--- config.mk ---
export PLATFORM = sky130hd
export DESIGN_NAME = first_fit_heap_allocator
export DESIGN_NICKNAME = d
export VERILOG_FILES = /design/src/sv/ffha_pkg.sv /design/src/sv/ffha_datapath.sv /design/src/sv/ffha_ctrl.sv /design/src/sv/first_fit_heap_allocator.sv
export VERILOG_INCLUDE_DIRS = /design/src /design/src/sv
export SDC_FILE = /design/constraint.sdc
export NUM_CORES = 2
export LEC_CHECK = 0
export ABC_CLOCK_PERIOD_IN_PS = 18290
export BUFFER_PORTS_ARGS = -buffer_cell sky130_fd_sc_hd__clkbuf_2
export CAP_MARGIN = 20
export CORE_MARGIN = 1.5
export CORE_UTILIZATION = 55
export DETAILED_ROUTE_END_ITERATION = 8
export PLACE_DENSITY = 0.71
export REMOVE_ABC_BUFFERS = 1
export SLEW_MARGIN = 20
export SYNTH_ARGS = -nofsm -noshare
export SYNTH_HDL_FRONTEND = slang
export SYNTH_SLANG_ARGS = --single-unit
--- constraint.sdc ---
create_clock -name clk -period 18.29 [get_ports clk]
set_input_delay 5.487 -clock clk [delete_from_list [all_inputs] [get_ports clk]]
set_output_delay 5.487 -clock clk [all_outputs]
set_load 0.02 [all_outputs]
--- src/sv/first_fit_heap_allocator_defines.svh ---
// assertion macros for the first-fit heap allocator
`ifndef FIRST_FIT_HEAP_ALLOCATOR_DEFINES_SVH
`define FIRST_FIT_HEAP_ALLOCATOR_DEFINES_SVH

// consequent must hold in the same cycle
`define FFHA_ASSERT_NOW(label, cond, expect_now) \
    label: assert property (@(posedge clk) disable iff (!rst_n) \
        (cond) |-> (expect_now)) else $error("allocator check failed");

// consequent must hold in the cycle after the antecedent
`define FFHA_ASSERT_NEXT(label, cond, expect_next) \
    label: assert property (@(posedge clk) disable iff (!rst_n) \
        (cond) |=> (expect_next)) else $error("allocator check failed");

`endif

--- src/sv/ffha_pkg.sv ---
// package: types, constants and codes of the first-fit heap allocator
package ffha_pkg;

    localparam int unsigned MAX_BLOCKS   = 64;
    localparam int unsigned HEAP_BYTES   = 65536;
    localparam int unsigned HEADER_BYTES = 24;

    localparam int unsigned SIZE_W = 17;
    localparam int unsigned IDX_W  = $clog2(MAX_BLOCKS);
    localparam int unsigned CNT_W  = $clog2(MAX_BLOCKS + 1);

    typedef enum logic
    {
        OP_ALLOC = 1'b0,
        OP_FREE  = 1'b1
    } opcode_t;

    typedef enum logic [1:0]
    {
        ST_OK        = 2'd0,
        ST_ZERO      = 2'd1,
        ST_OOM       = 2'd2,
        ST_BAD_INDEX = 2'd3
    } status_t;

    typedef struct packed
    {
        opcode_t           opcode;
        logic [SIZE_W-1:0] request_size;
        logic [IDX_W-1:0]  block_index;
    } alloc_req_t;

    typedef struct packed
    {
        status_t           status;
        logic [SIZE_W-1:0] payload_address;
        logic [IDX_W-1:0]  granted_index;
    } alloc_rsp_t;

    typedef struct packed
    {
        logic              free;
        logic [SIZE_W-1:0] start;
        logic [SIZE_W-1:0] size;
    } blk_entry_t;

    typedef enum logic [2:0]
    {
        S_IDLE,
        S_DECODE,
        S_SCAN,
        S_APPEND,
        S_FREE,
        S_DONE
    } fsm_state_t;

    typedef struct packed
    {
        logic load;
        logic scan_init;
        logic scan_step;
        logic take_hit;
        logic do_append;
        logic do_free;
        logic res_zero;
        logic res_bad;
    } dp_cmd_t;

    typedef struct packed
    {
        logic is_free;
        logic size_zero;
        logic bad_index;
        logic count_zero;
        logic hit;
        logic scan_end;
    } dp_status_t;

endpackage

--- src/sv/ffha_datapath.sv ---
// datapath: block table memory, break and count registers, scan pointers, result register
`include "first_fit_heap_allocator_defines.svh"

module ffha_datapath
(
    input  logic                clk,
    input  logic                rst_n,
    input  ffha_pkg::dp_cmd_t    cmd,
    input  ffha_pkg::alloc_req_t req,
    output ffha_pkg::dp_status_t status,
    output ffha_pkg::alloc_rsp_t rsp
);
    import ffha_pkg::*;

    blk_entry_t mem [MAX_BLOCKS];
    blk_entry_t rd_data_reg;
    blk_entry_t wr_data;
    logic       wr_en;
    logic [IDX_W-1:0] wr_addr;
    logic [IDX_W-1:0] rd_addr;

    alloc_req_t req_reg;
    alloc_rsp_t rsp_reg, rsp_next;
    logic [CNT_W-1:0]  count_reg, count_next;
    logic [SIZE_W-1:0] break_reg, break_next;
    logic [CNT_W-1:0]  scan_idx_reg;
    logic [IDX_W-1:0]  chk_idx_reg;
    logic              chk_valid_reg;

    logic [SIZE_W:0]   append_end;
    logic              append_fits;
    logic              free_last;
    logic [SIZE_W-1:0] hdr;

    assign hdr = SIZE_W'(HEADER_BYTES);

    // request latch
    always_ff @(posedge clk)
    begin
        if (cmd.load)
        begin
            req_reg <= req;
        end
    end

    // table memory, one write and one registered read per cycle
    assign rd_addr = cmd.scan_step ? scan_idx_reg[IDX_W-1:0] : req_reg.block_index;

    always_ff @(posedge clk)
    begin
        if (wr_en)
        begin
            mem[wr_addr] <= wr_data;
        end
        rd_data_reg <= mem[rd_addr];
    end

    // scan pointers: read index runs one ahead of the checked index
    always_ff @(posedge clk or negedge rst_n)
    begin
        if (!rst_n)
        begin
            scan_idx_reg  <= '0;
            chk_idx_reg   <= '0;
            chk_valid_reg <= 1'b0;
        end
        else if (cmd.scan_init)
        begin
            scan_idx_reg  <= '0;
            chk_idx_reg   <= '0;
            chk_valid_reg <= 1'b0;
        end
        else if (cmd.scan_step)
        begin
            scan_idx_reg  <= scan_idx_reg + CNT_W'(1);
            chk_idx_reg   <= scan_idx_reg[IDX_W-1:0];
            chk_valid_reg <= (scan_idx_reg < count_reg);
        end
    end

    assign append_end  = {1'b0, break_reg} + {1'b0, hdr} + {1'b0, req_reg.request_size};
    assign append_fits = (count_reg < CNT_W'(MAX_BLOCKS))
                      && (append_end <= (SIZE_W+1)'(HEAP_BYTES));
    assign free_last   = ({1'b0, req_reg.block_index} + CNT_W'(1)) == count_reg;

    always_comb
    begin
        count_next = count_reg;
        break_next = break_reg;
        rsp_next   = rsp_reg;
        wr_en      = 1'b0;
        wr_addr    = chk_idx_reg;
        wr_data    = rd_data_reg;
        if (cmd.res_zero)
        begin
            rsp_next = '{status: ST_ZERO, payload_address: '0, granted_index: '0};
        end
        if (cmd.res_bad)
        begin
            rsp_next = '{status: ST_BAD_INDEX, payload_address: '0,
                         granted_index: req_reg.block_index};
        end
        if (cmd.take_hit)
        begin
            wr_en        = 1'b1;
            wr_addr      = chk_idx_reg;
            wr_data.free = 1'b0;
            rsp_next     = '{status: ST_OK, payload_address: rd_data_reg.start + hdr,
                             granted_index: chk_idx_reg};
        end
        if (cmd.do_append)
        begin
            if (append_fits)
            begin
                wr_en      = 1'b1;
                wr_addr    = count_reg[IDX_W-1:0];
                wr_data    = '{free: 1'b0, start: break_reg, size: req_reg.request_size};
                count_next = count_reg + CNT_W'(1);
                break_next = append_end[SIZE_W-1:0];
                rsp_next   = '{status: ST_OK, payload_address: break_reg + hdr,
                               granted_index: count_reg[IDX_W-1:0]};
            end
            else
            begin
                rsp_next = '{status: ST_OOM, payload_address: '0, granted_index: '0};
            end
        end
        if (cmd.do_free)
        begin
            rsp_next = '{status: ST_OK, payload_address: rd_data_reg.start + hdr,
                         granted_index: req_reg.block_index};
            if (free_last)
            begin
                break_next = rd_data_reg.start;
                count_next = {1'b0, req_reg.block_index};
            end
            else
            begin
                wr_en        = 1'b1;
                wr_addr      = req_reg.block_index;
                wr_data.free = 1'b1;
            end
        end
    end

    always_ff @(posedge clk or negedge rst_n)
    begin
        if (!rst_n)
        begin
            count_reg <= '0;
            break_reg <= '0;
        end
        else
        begin
            count_reg <= count_next;
            break_reg <= break_next;
        end
    end

    always_ff @(posedge clk)
    begin
        rsp_reg <= rsp_next;
    end

    assign rsp = rsp_reg;

    assign status.is_free    = (req_reg.opcode == OP_FREE);
    assign status.size_zero  = (req_reg.request_size == '0);
    assign status.bad_index  = ({1'b0, req_reg.block_index} >= count_reg);
    assign status.count_zero = (count_reg == '0);
    assign status.hit        = chk_valid_reg && rd_data_reg.free
                            && (rd_data_reg.size >= req_reg.request_size);
    assign status.scan_end   = chk_valid_reg
                            && (({1'b0, chk_idx_reg} + CNT_W'(1)) == count_reg);

    `FFHA_ASSERT_NOW(count_in_range, 1'b1, count_reg <= CNT_W'(MAX_BLOCKS))
    `FFHA_ASSERT_NOW(break_in_range, 1'b1, {1'b0, break_reg} <= (SIZE_W+1)'(HEAP_BYTES))
    `FFHA_ASSERT_NEXT(append_grows, cmd.do_append && append_fits,
        count_reg == $past(count_reg) + CNT_W'(1))

endmodule

--- src/sv/ffha_ctrl.sv ---
// controller: sequencing state machine for decode, table scan, append and free
`include "first_fit_heap_allocator_defines.svh"

module ffha_ctrl
(
    input  logic                 clk,
    input  logic                 rst_n,
    input  logic                 start,
    input  ffha_pkg::dp_status_t status,
    output ffha_pkg::dp_cmd_t    cmd,
    output logic                 busy,
    output logic                 done
);
    import ffha_pkg::*;

    fsm_state_t state_reg, state_next;

    always_ff @(posedge clk or negedge rst_n)
    begin
        if (!rst_n)
        begin
            state_reg <= S_IDLE;
        end
        else
        begin
            state_reg <= state_next;
        end
    end

    // next state
    always_comb
    begin
        state_next = state_reg;
        unique case (state_reg)
            S_IDLE:
            begin
                if (start)
                begin
                    state_next = S_DECODE;
                end
            end
            S_DECODE:
            begin
                if (status.is_free)
                begin
                    state_next = status.bad_index ? S_DONE : S_FREE;
                end
                else if (status.size_zero)
                begin
                    state_next = S_DONE;
                end
                else if (status.count_zero)
                begin
                    state_next = S_APPEND;
                end
                else
                begin
                    state_next = S_SCAN;
                end
            end
            S_SCAN:
            begin
                if (status.hit)
                begin
                    state_next = S_DONE;
                end
                else if (status.scan_end)
                begin
                    state_next = S_APPEND;
                end
            end
            S_APPEND: state_next = S_DONE;
            S_FREE:   state_next = S_DONE;
            S_DONE:   state_next = S_IDLE;
            default:  state_next = S_IDLE;
        endcase
    end

    // outputs
    always_comb
    begin
        cmd  = '0;
        busy = 1'b1;
        done = 1'b0;
        unique case (state_reg)
            S_IDLE:
            begin
                busy     = 1'b0;
                cmd.load = start;
            end
            S_DECODE:
            begin
                cmd.scan_init = 1'b1;
                cmd.res_zero  = !status.is_free && status.size_zero;
                cmd.res_bad   = status.is_free && status.bad_index;
            end
            S_SCAN:
            begin
                cmd.scan_step = 1'b1;
                cmd.take_hit  = status.hit;
            end
            S_APPEND: cmd.do_append = 1'b1;
            S_FREE:   cmd.do_free   = 1'b1;
            S_DONE:   done          = 1'b1;
            default:  busy          = 1'b1;
        endcase
    end

    `FFHA_ASSERT_NEXT(one_result, done, !done && !busy)
    `FFHA_ASSERT_NEXT(accept_decodes, start && !busy, state_reg == S_DECODE)
    `FFHA_ASSERT_NEXT(hit_finishes, state_reg == S_SCAN && status.hit, done)

endmodule

--- src/sv/first_fit_heap_allocator.sv ---
// top level: first-fit heap allocator, controller plus table datapath
//
//   channel   dir   handshake                     payload
//   request   in    start, taken when busy is low alloc_req_t (opcode, size, index)
//   result    out   done, one-cycle strobe        alloc_rsp_t (status, address, index)
//
// zero-size and bad-index requests: decode state, then the result state
// free: decode, free, result; allocate: decode, scan to the first fit, else append
//   (an empty table skips the scan), then result; one table read per cycle
// busy stays high from the cycle after a request until the result cycle ends, so the
//   next request is taken in the cycle after the result at the earliest
// the receiver cannot stall; reset clears the block count and the break

module first_fit_heap_allocator
(
    input  logic                 clk,
    input  logic                 rst_n,
    input  logic                 start,
    input  ffha_pkg::alloc_req_t req,
    output logic                 busy,
    output logic                 done,
    output ffha_pkg::alloc_rsp_t rsp
);
    import ffha_pkg::*;

    dp_cmd_t    cmd;
    dp_status_t status;

    ffha_ctrl u_ctrl
    (
        .clk    (clk),
        .rst_n  (rst_n),
        .start  (start),
        .status (status),
        .cmd    (cmd),
        .busy   (busy),
        .done   (done)
    );

    ffha_datapath u_datapath
    (
        .clk    (clk),
        .rst_n  (rst_n),
        .cmd    (cmd),
        .req    (req),
        .status (status),
        .rsp    (rsp)
    );

endmodule

### Word level (Yosys, flattened, before mapping)

Memory sizes are Yosys's and may differ from the RTL's. A register that Yosys moved wholly into a read port is not among the register bits.
Index checks and enable logic that the tools add are counted.

| storage, ports and cells | value |
|---|---|
| register bits | 90 |
| RAM bits | 2240 |
| input port bits | 27 |
| output and inout bits | 27 |
| word-level logic and storage cells | 103 |
| memories kept | 1 |

Memory list:

| name | words | bits a word | rd ports | clocked after memory_dff | write ports | line | text |
|---|---|---|---|---|---|---|---|
| u_datapath.mem | 64 | 35 | 1 | 1 | 1 | ffha_datapath.sv:15 | `blk_entry_t mem [MAX_BLOCKS];` |

| operators by class | value |
|---|---|
| $add $sub $neg | 8 |
| magnitude comparators | 5 |
| equality and inequality tests | 9 |
| multiplexer cells | 53 |
| reductions and logical operators | 15 |

Operators by type and width:

| kind | count |
|---|---|
| 2-to-1 mux 25 bit | 5 |
| 2-to-1 mux 35 bit | 2 |
| 2-to-1 mux 17 bit | 4 |
| 2-to-1 mux 6 bit | 7 |
| 2-to-1 mux 7 bit | 6 |
| adder 17 x 5 -> 17 bit, second input constant | 2 |
| 2-to-1 mux 23 bit | 1 |
| 2-to-1 mux 1 bit | 20 |
| adder 17 x 5 -> 18 bit, second input constant | 1 |
| adder 18 x 17 -> 18 bit | 1 |
| <= comparator 18 x 17 -> 1 bit, second input constant | 1 |
| >= comparator 17 bit | 1 |
| logical NOT 17 bit | 1 |
| 2-to-1 mux 3 bit | 5 |
| adder 6 x 1 -> 7 bit, second input constant | 2 |
| adder 7 x 1 -> 7 bit, second input constant | 2 |
| equality test 7 bit | 2 |
| case mux 3 bit (4 select lines) | 1 |
| >= comparator 6 x 7 -> 1 bit | 1 |
| logical NOT 7 bit | 1 |
| less-than comparator 7 bit | 1 |
| less-than comparator 7 bit, second input constant | 1 |
| equality test 3 x 2 -> 1 bit, second input constant | 2 |
| equality test 3 bit, second input constant | 2 |
| 12 further kinds | 18 |

### Longest topological paths before layout

| depth | value |
|---|---|
| depth after elaboration | 10 |
| depth in mapped cells | 17 |
| depth with buffers taken out | 15 |

### By module

From an unflattened synthesis, not the netlist that was laid out.

| unflattened totals | value |
|---|---|
| cells, all modules | 4841 |
| area total of the unflattened synthesis | 93968.9 um2 |

By module, submodules not included:

| module | times used | cells each | area each (um2) | seq. area each (um2) |
|---|---|---|---|---|
| ffha_datapath | 1 | 4810 | 93708.6 | 70367.5 |
| ffha_ctrl | 1 | 31 | 260.2 | 75.1 |

### Worst setup path after synthesis

Ideal clock, no wire load.

| path | value |
|---|---|
| path type | register -> register |
| start point | register u_datapath.req_reg[7] in the netlist's numbering |
| end point | memory u_datapath.mem[26][0] in the netlist's numbering (enable) |
| setup time | 515 ps |
| arrival time | 6930 ps |
| setup slack | 10845 ps |
| cell stages (with the launch flop) | 14 |
| buffers on the path | 1 |
| period minus slack after synthesis | 7445 ps |
| path through | edfxtp_1 > ha_1 > ha_1 > fa_1 > xor2_1 > or4_1 > or4_1 > nor3_1 > nand3_1 > nor3_2 > nor4_4 > nand2b_1 > buf_4 > nor4_1 |

| on the way | value |
|---|---|
| word-level cells in the longest chain between the ends | 10 |

RTL lines:

| what | line | text |
|---|---|---|
| start, declared | ffha_datapath.sv:22 | `alloc_req_t req_reg;` |
| start signal, assigned | ffha_datapath.sv:42 | `req_reg <= req;` |
| branches (longest 10 deep; another with adder 18 x 17 -> 18 bit) | n/a |  |
| end, declared | ffha_datapath.sv:15 |  |

Parallel ways; which one is timed is not known.

### Worst setup path after layout

| path | value |
|---|---|
| start point | register u_ctrl.state_reg[1] |
| end point | output done |

| on the way | value |
|---|---|
| word-level cells in the longest chain between the ends | 2 |

RTL lines:

| what | line | text |
|---|---|---|
| start, declared | ffha_ctrl.sv:16 | `fsm_state_t state_reg, state_next;` |
| start signal, assigned | ffha_ctrl.sv:26 | `state_reg <= state_next;` |
| equality test 3 bit | ffha_ctrl.sv:85 | `unique case (state_reg)` |
| 2-to-1 mux 1 bit | ffha_ctrl.sv:85 |  |
| end, declared | first_fit_heap_allocator.sv:21 | `output logic done,` |

No other way between the ends.

==> impl_metrics.tcl <==
set metrics [dict create \
    drc 0 \
    clk_pin_slew_ns 0.06 \
    min_path_type "reg2reg" \
    antenna_found_initial 7 \
    portBuffers 53 \
    cp_cell_sequence "inv_1, and3_1, clkbuf_2" \
    wl_per_cell_um 33.2 \
    r2r_cells 13 \
    fin_skew_ns 0.0440 \
    cp_top_family "flip-flops" \
    worstReg2RegEnd "u_datapath.rd_data_reg[32]" \
    leakagePower_nw 33.3 \
    ff2ff_setup_slack_ns 11.35 \
    ios 54 \
    wl_met1_um 96300 \
    routed_via_density 6.72 \
    route.met3.wl_um 25100 \
    dieArea_um2 174000 \
    crit_fanout 11 \
    worstReg2RegStart "u_ctrl.state_reg[2]" \
    crit_required_ns 12.80 \
    grt_setup_unrepaired "false" \
    slew_viol_final 0 \
    drt_iter0_markers 6937 \
    fp-row-count 151 \
    critPathLaunchType "flip-flop" \
    largest_reg_flops 2240 \
    dp_cells 6989 \
    cts_buffer_depth 3 \
    cts-buffers-inserted 225 \
    vias 49800 \
    power.total_w 0.0168 \
    synth_top_area_cell "edfxtp_1" \
    dieWidth_um 417 \
    post-cts-setup-buffer-count 0 \
    ys_types 87 \
    routed_wl_um 246000 \
    start_util 0.555 \
    drv_cap 0 \
    die_h_um 417 \
    design_area_um2 105000 \
    path_class "reg2out" \
    synth_top_area_frac 0.730 \
    areaGrowthSynthToFinish_pct 11.9 \
    cts_root_buf "clkbuf_16" \
    grt_pass1_wl_um 352000 \
    power.density_nw_per_um2 160 \
    top_layer_used "met5" \
    grt_overflow 0 \
    grt_max_degree 124 \
    cts.hold.buffers_added 0 \
    synth.avg_cell_area_um2 19.4 \
    post-route-util 0.621 \
    synth_edf_count 2287 \
    finalHoldViolations 0 \
    wl_met2_um 114000 \
    yosys_most_used_dff "edfxtp_1" \
    dpl.hpwl_um 133000 \
    critical_path_arrival_ns 1.93 \
    fin_nets 5097 \
    cts_repair_resize_count 0 \
    core_um2 170000 \
    synthArstFlopShare 0.0173 \
    synth_area_leaders "edfxtp_1, mux4_2, nand2_1" \
    ys_seq_area_frac 0.748 \
    crit_path_end_kind "primary output" \
    timing.final.crit_share 0.406 \
    status "finished, final reports clean" \
    worst_pin_slew_ns 1.22 \
    syn_area_um2 94100 \
    worst_path_max_delay_cell "dfrtp_1" \
    place_area_um2 98000 \
    grt_usage 0.285 \
    postRouteAntennaNets 0 \
    clock-sinks 2365 \
    finalSetupViolations 0 \
    grt_pass1_vias 49300 \
    firstDrtPassIters 8 \
    layout-drive-gt1-share 0.233 \
    cts_tree "yes" \
    yosys_warnings 0 \
    place_congestion 0.935 \
    crit_buf_inv 2 \
    cp-endpoint "done" \
    fin_cells 7409 \
    synthCells 4862 \
    cp_num_cells 3 \
    htree_levels 4 \
    ys_ff_latch 2365 \
    worst_path_largest_cell_delay_ns 0.52 \
    max_freq_mhz 135 \
    ir_worst_vdd_v 0.000118 \
    crit_start "u_ctrl.state_reg[1]" \
    clk_latency_ns 0.88 \
    fin_crit_ns 7.42 \
    slew_headroom 0.180 \
]
==> where the power goes <==
group	internal [W]	leakage [nW]	switching (W)
clock network	0.00257	3.51	0.00200
registers	0.00730	21.4	0.000199
logic	0.00145	8.40	0.00332
==> worst min-delay path: stages, from the launching register on <==
cell     delay [ns]
dfxtp_1        0.31
inv_1          0.05
a21oi_1        0.06
==> cells by family after synthesis <==
kind of cell / after synthesis / synth area share
flip-flops: 2365 / 0.748
adder cells (fa/ha/maj): 71 / 0.00952
AO/OA/AOI/OAI: 624 / 0.0458
AND/OR/NAND/NOR: 828 / 0.0402
buffers and inverters: 341 / 0.0149
XOR/XNOR: 50 / 0.00465
multiplexers: 583 / 0.137
==> placed cells by master, fill, tap and decap left out, types with 18 or more instances in the layout <==
cell type / instances
edfxtp_1: 2287
mux4_2: 560
nand2_1: 432
clkbuf_16: 229
a211oi_1: 181
and2_1: 143
buf_4: 136
a21oi_1: 105
a31oi_1: 79
a311oi_1: 71
ha_1: 70
inv_1: 53
clkbuf_2: 53
o21ai_0: 52
nor2_4: 50
nor2_1: 48
clkbuf_1: 48
clkinv_1: 47
dfrtp_1: 41
clkinv_2: 37
dfxtp_1: 37
nand3_1: 30
xnor2_1: 26
xor2_1: 24
nor3_1: 21
o21ai_4: 21
nand4_1: 19
bufinv_16: 19
o22ai_1: 18
==> cell usage after synthesis, types with 26 or more instances <==
master    count
edfxtp_1   2287
mux4_2      560
nand2_1     448
a211oi_1    183
clkbuf_1    178
and2_1      143
a21oi_1     108
nor2_1       99
a31oi_1      79
o21ai_0      73
a311oi_1     71
ha_1         70
buf_2        62
inv_1        53
dfrtp_1      41
buf_1        39
dfxtp_1      37
nor3_1       32
nand3_1      31
xnor2_1      26
==> cell type report <==
class                           count  area (um^2)
Sequential cell                  2365        70400
Fill cell                       11500        64300
Multi-Input combinational cell   2156        23200
Clock buffer                      278         5920
Tap cell                         2218         2780
Timing Repair Buffer              198         1470
Clock inverter                    137         1340
Inverter                           53          199
Antenna cell                        4         10.0
==> through the flow <==
stage / setup slack [ns] / TNS, ns / hold WS (ns)
after global placement: 11.30 / 0 / 0.446
final: 10.87 / 0 / 0.468
after CTS: 10.83 / 0 / 0.457
after floorplan: -35.10 / -1228.54 / 0.450
after global routing: 10.80 / 0 / 0.509
after detailed placement: 11.25 / 0 / 0.447
==> worst min-delay path by stage <==
| stage | from | to | slack [ns] | cells past startpoint |
|---|---|---|---|---|
| 5_1_grt | u_datapath.rsp[23] | u_datapath.rsp[23] | 0.51 | 2 |
| 3_5_place_dp | u_datapath.rsp[23] | u_datapath.rsp[23] | 0.45 | 2 |
| 3_3_place_gp | u_datapath.rsp[23] | u_datapath.rsp[23] | 0.45 | 2 |
| 2_1_floorplan | u_datapath.rd_data_reg[17] | u_datapath.break_reg[0] | 0.45 | 2 |
| 4_1_cts | u_datapath.rsp[23] | u_datapath.rsp[23] | 0.46 | 2 |
| 6_report | u_datapath.rsp[23] | u_datapath.rsp[23] | 0.47 | 2 |
==> per-layer routing <==
layer / GRT usage / vias to the layer above
met1: 0.410 / 26300
met4: 0.111 / 2
li1: - / 20200
met2: 0.438 / 2826
met5: 0 / -
met3: 0.0540 / 430
Note: power is estimated with default switching activity, not from simulation.
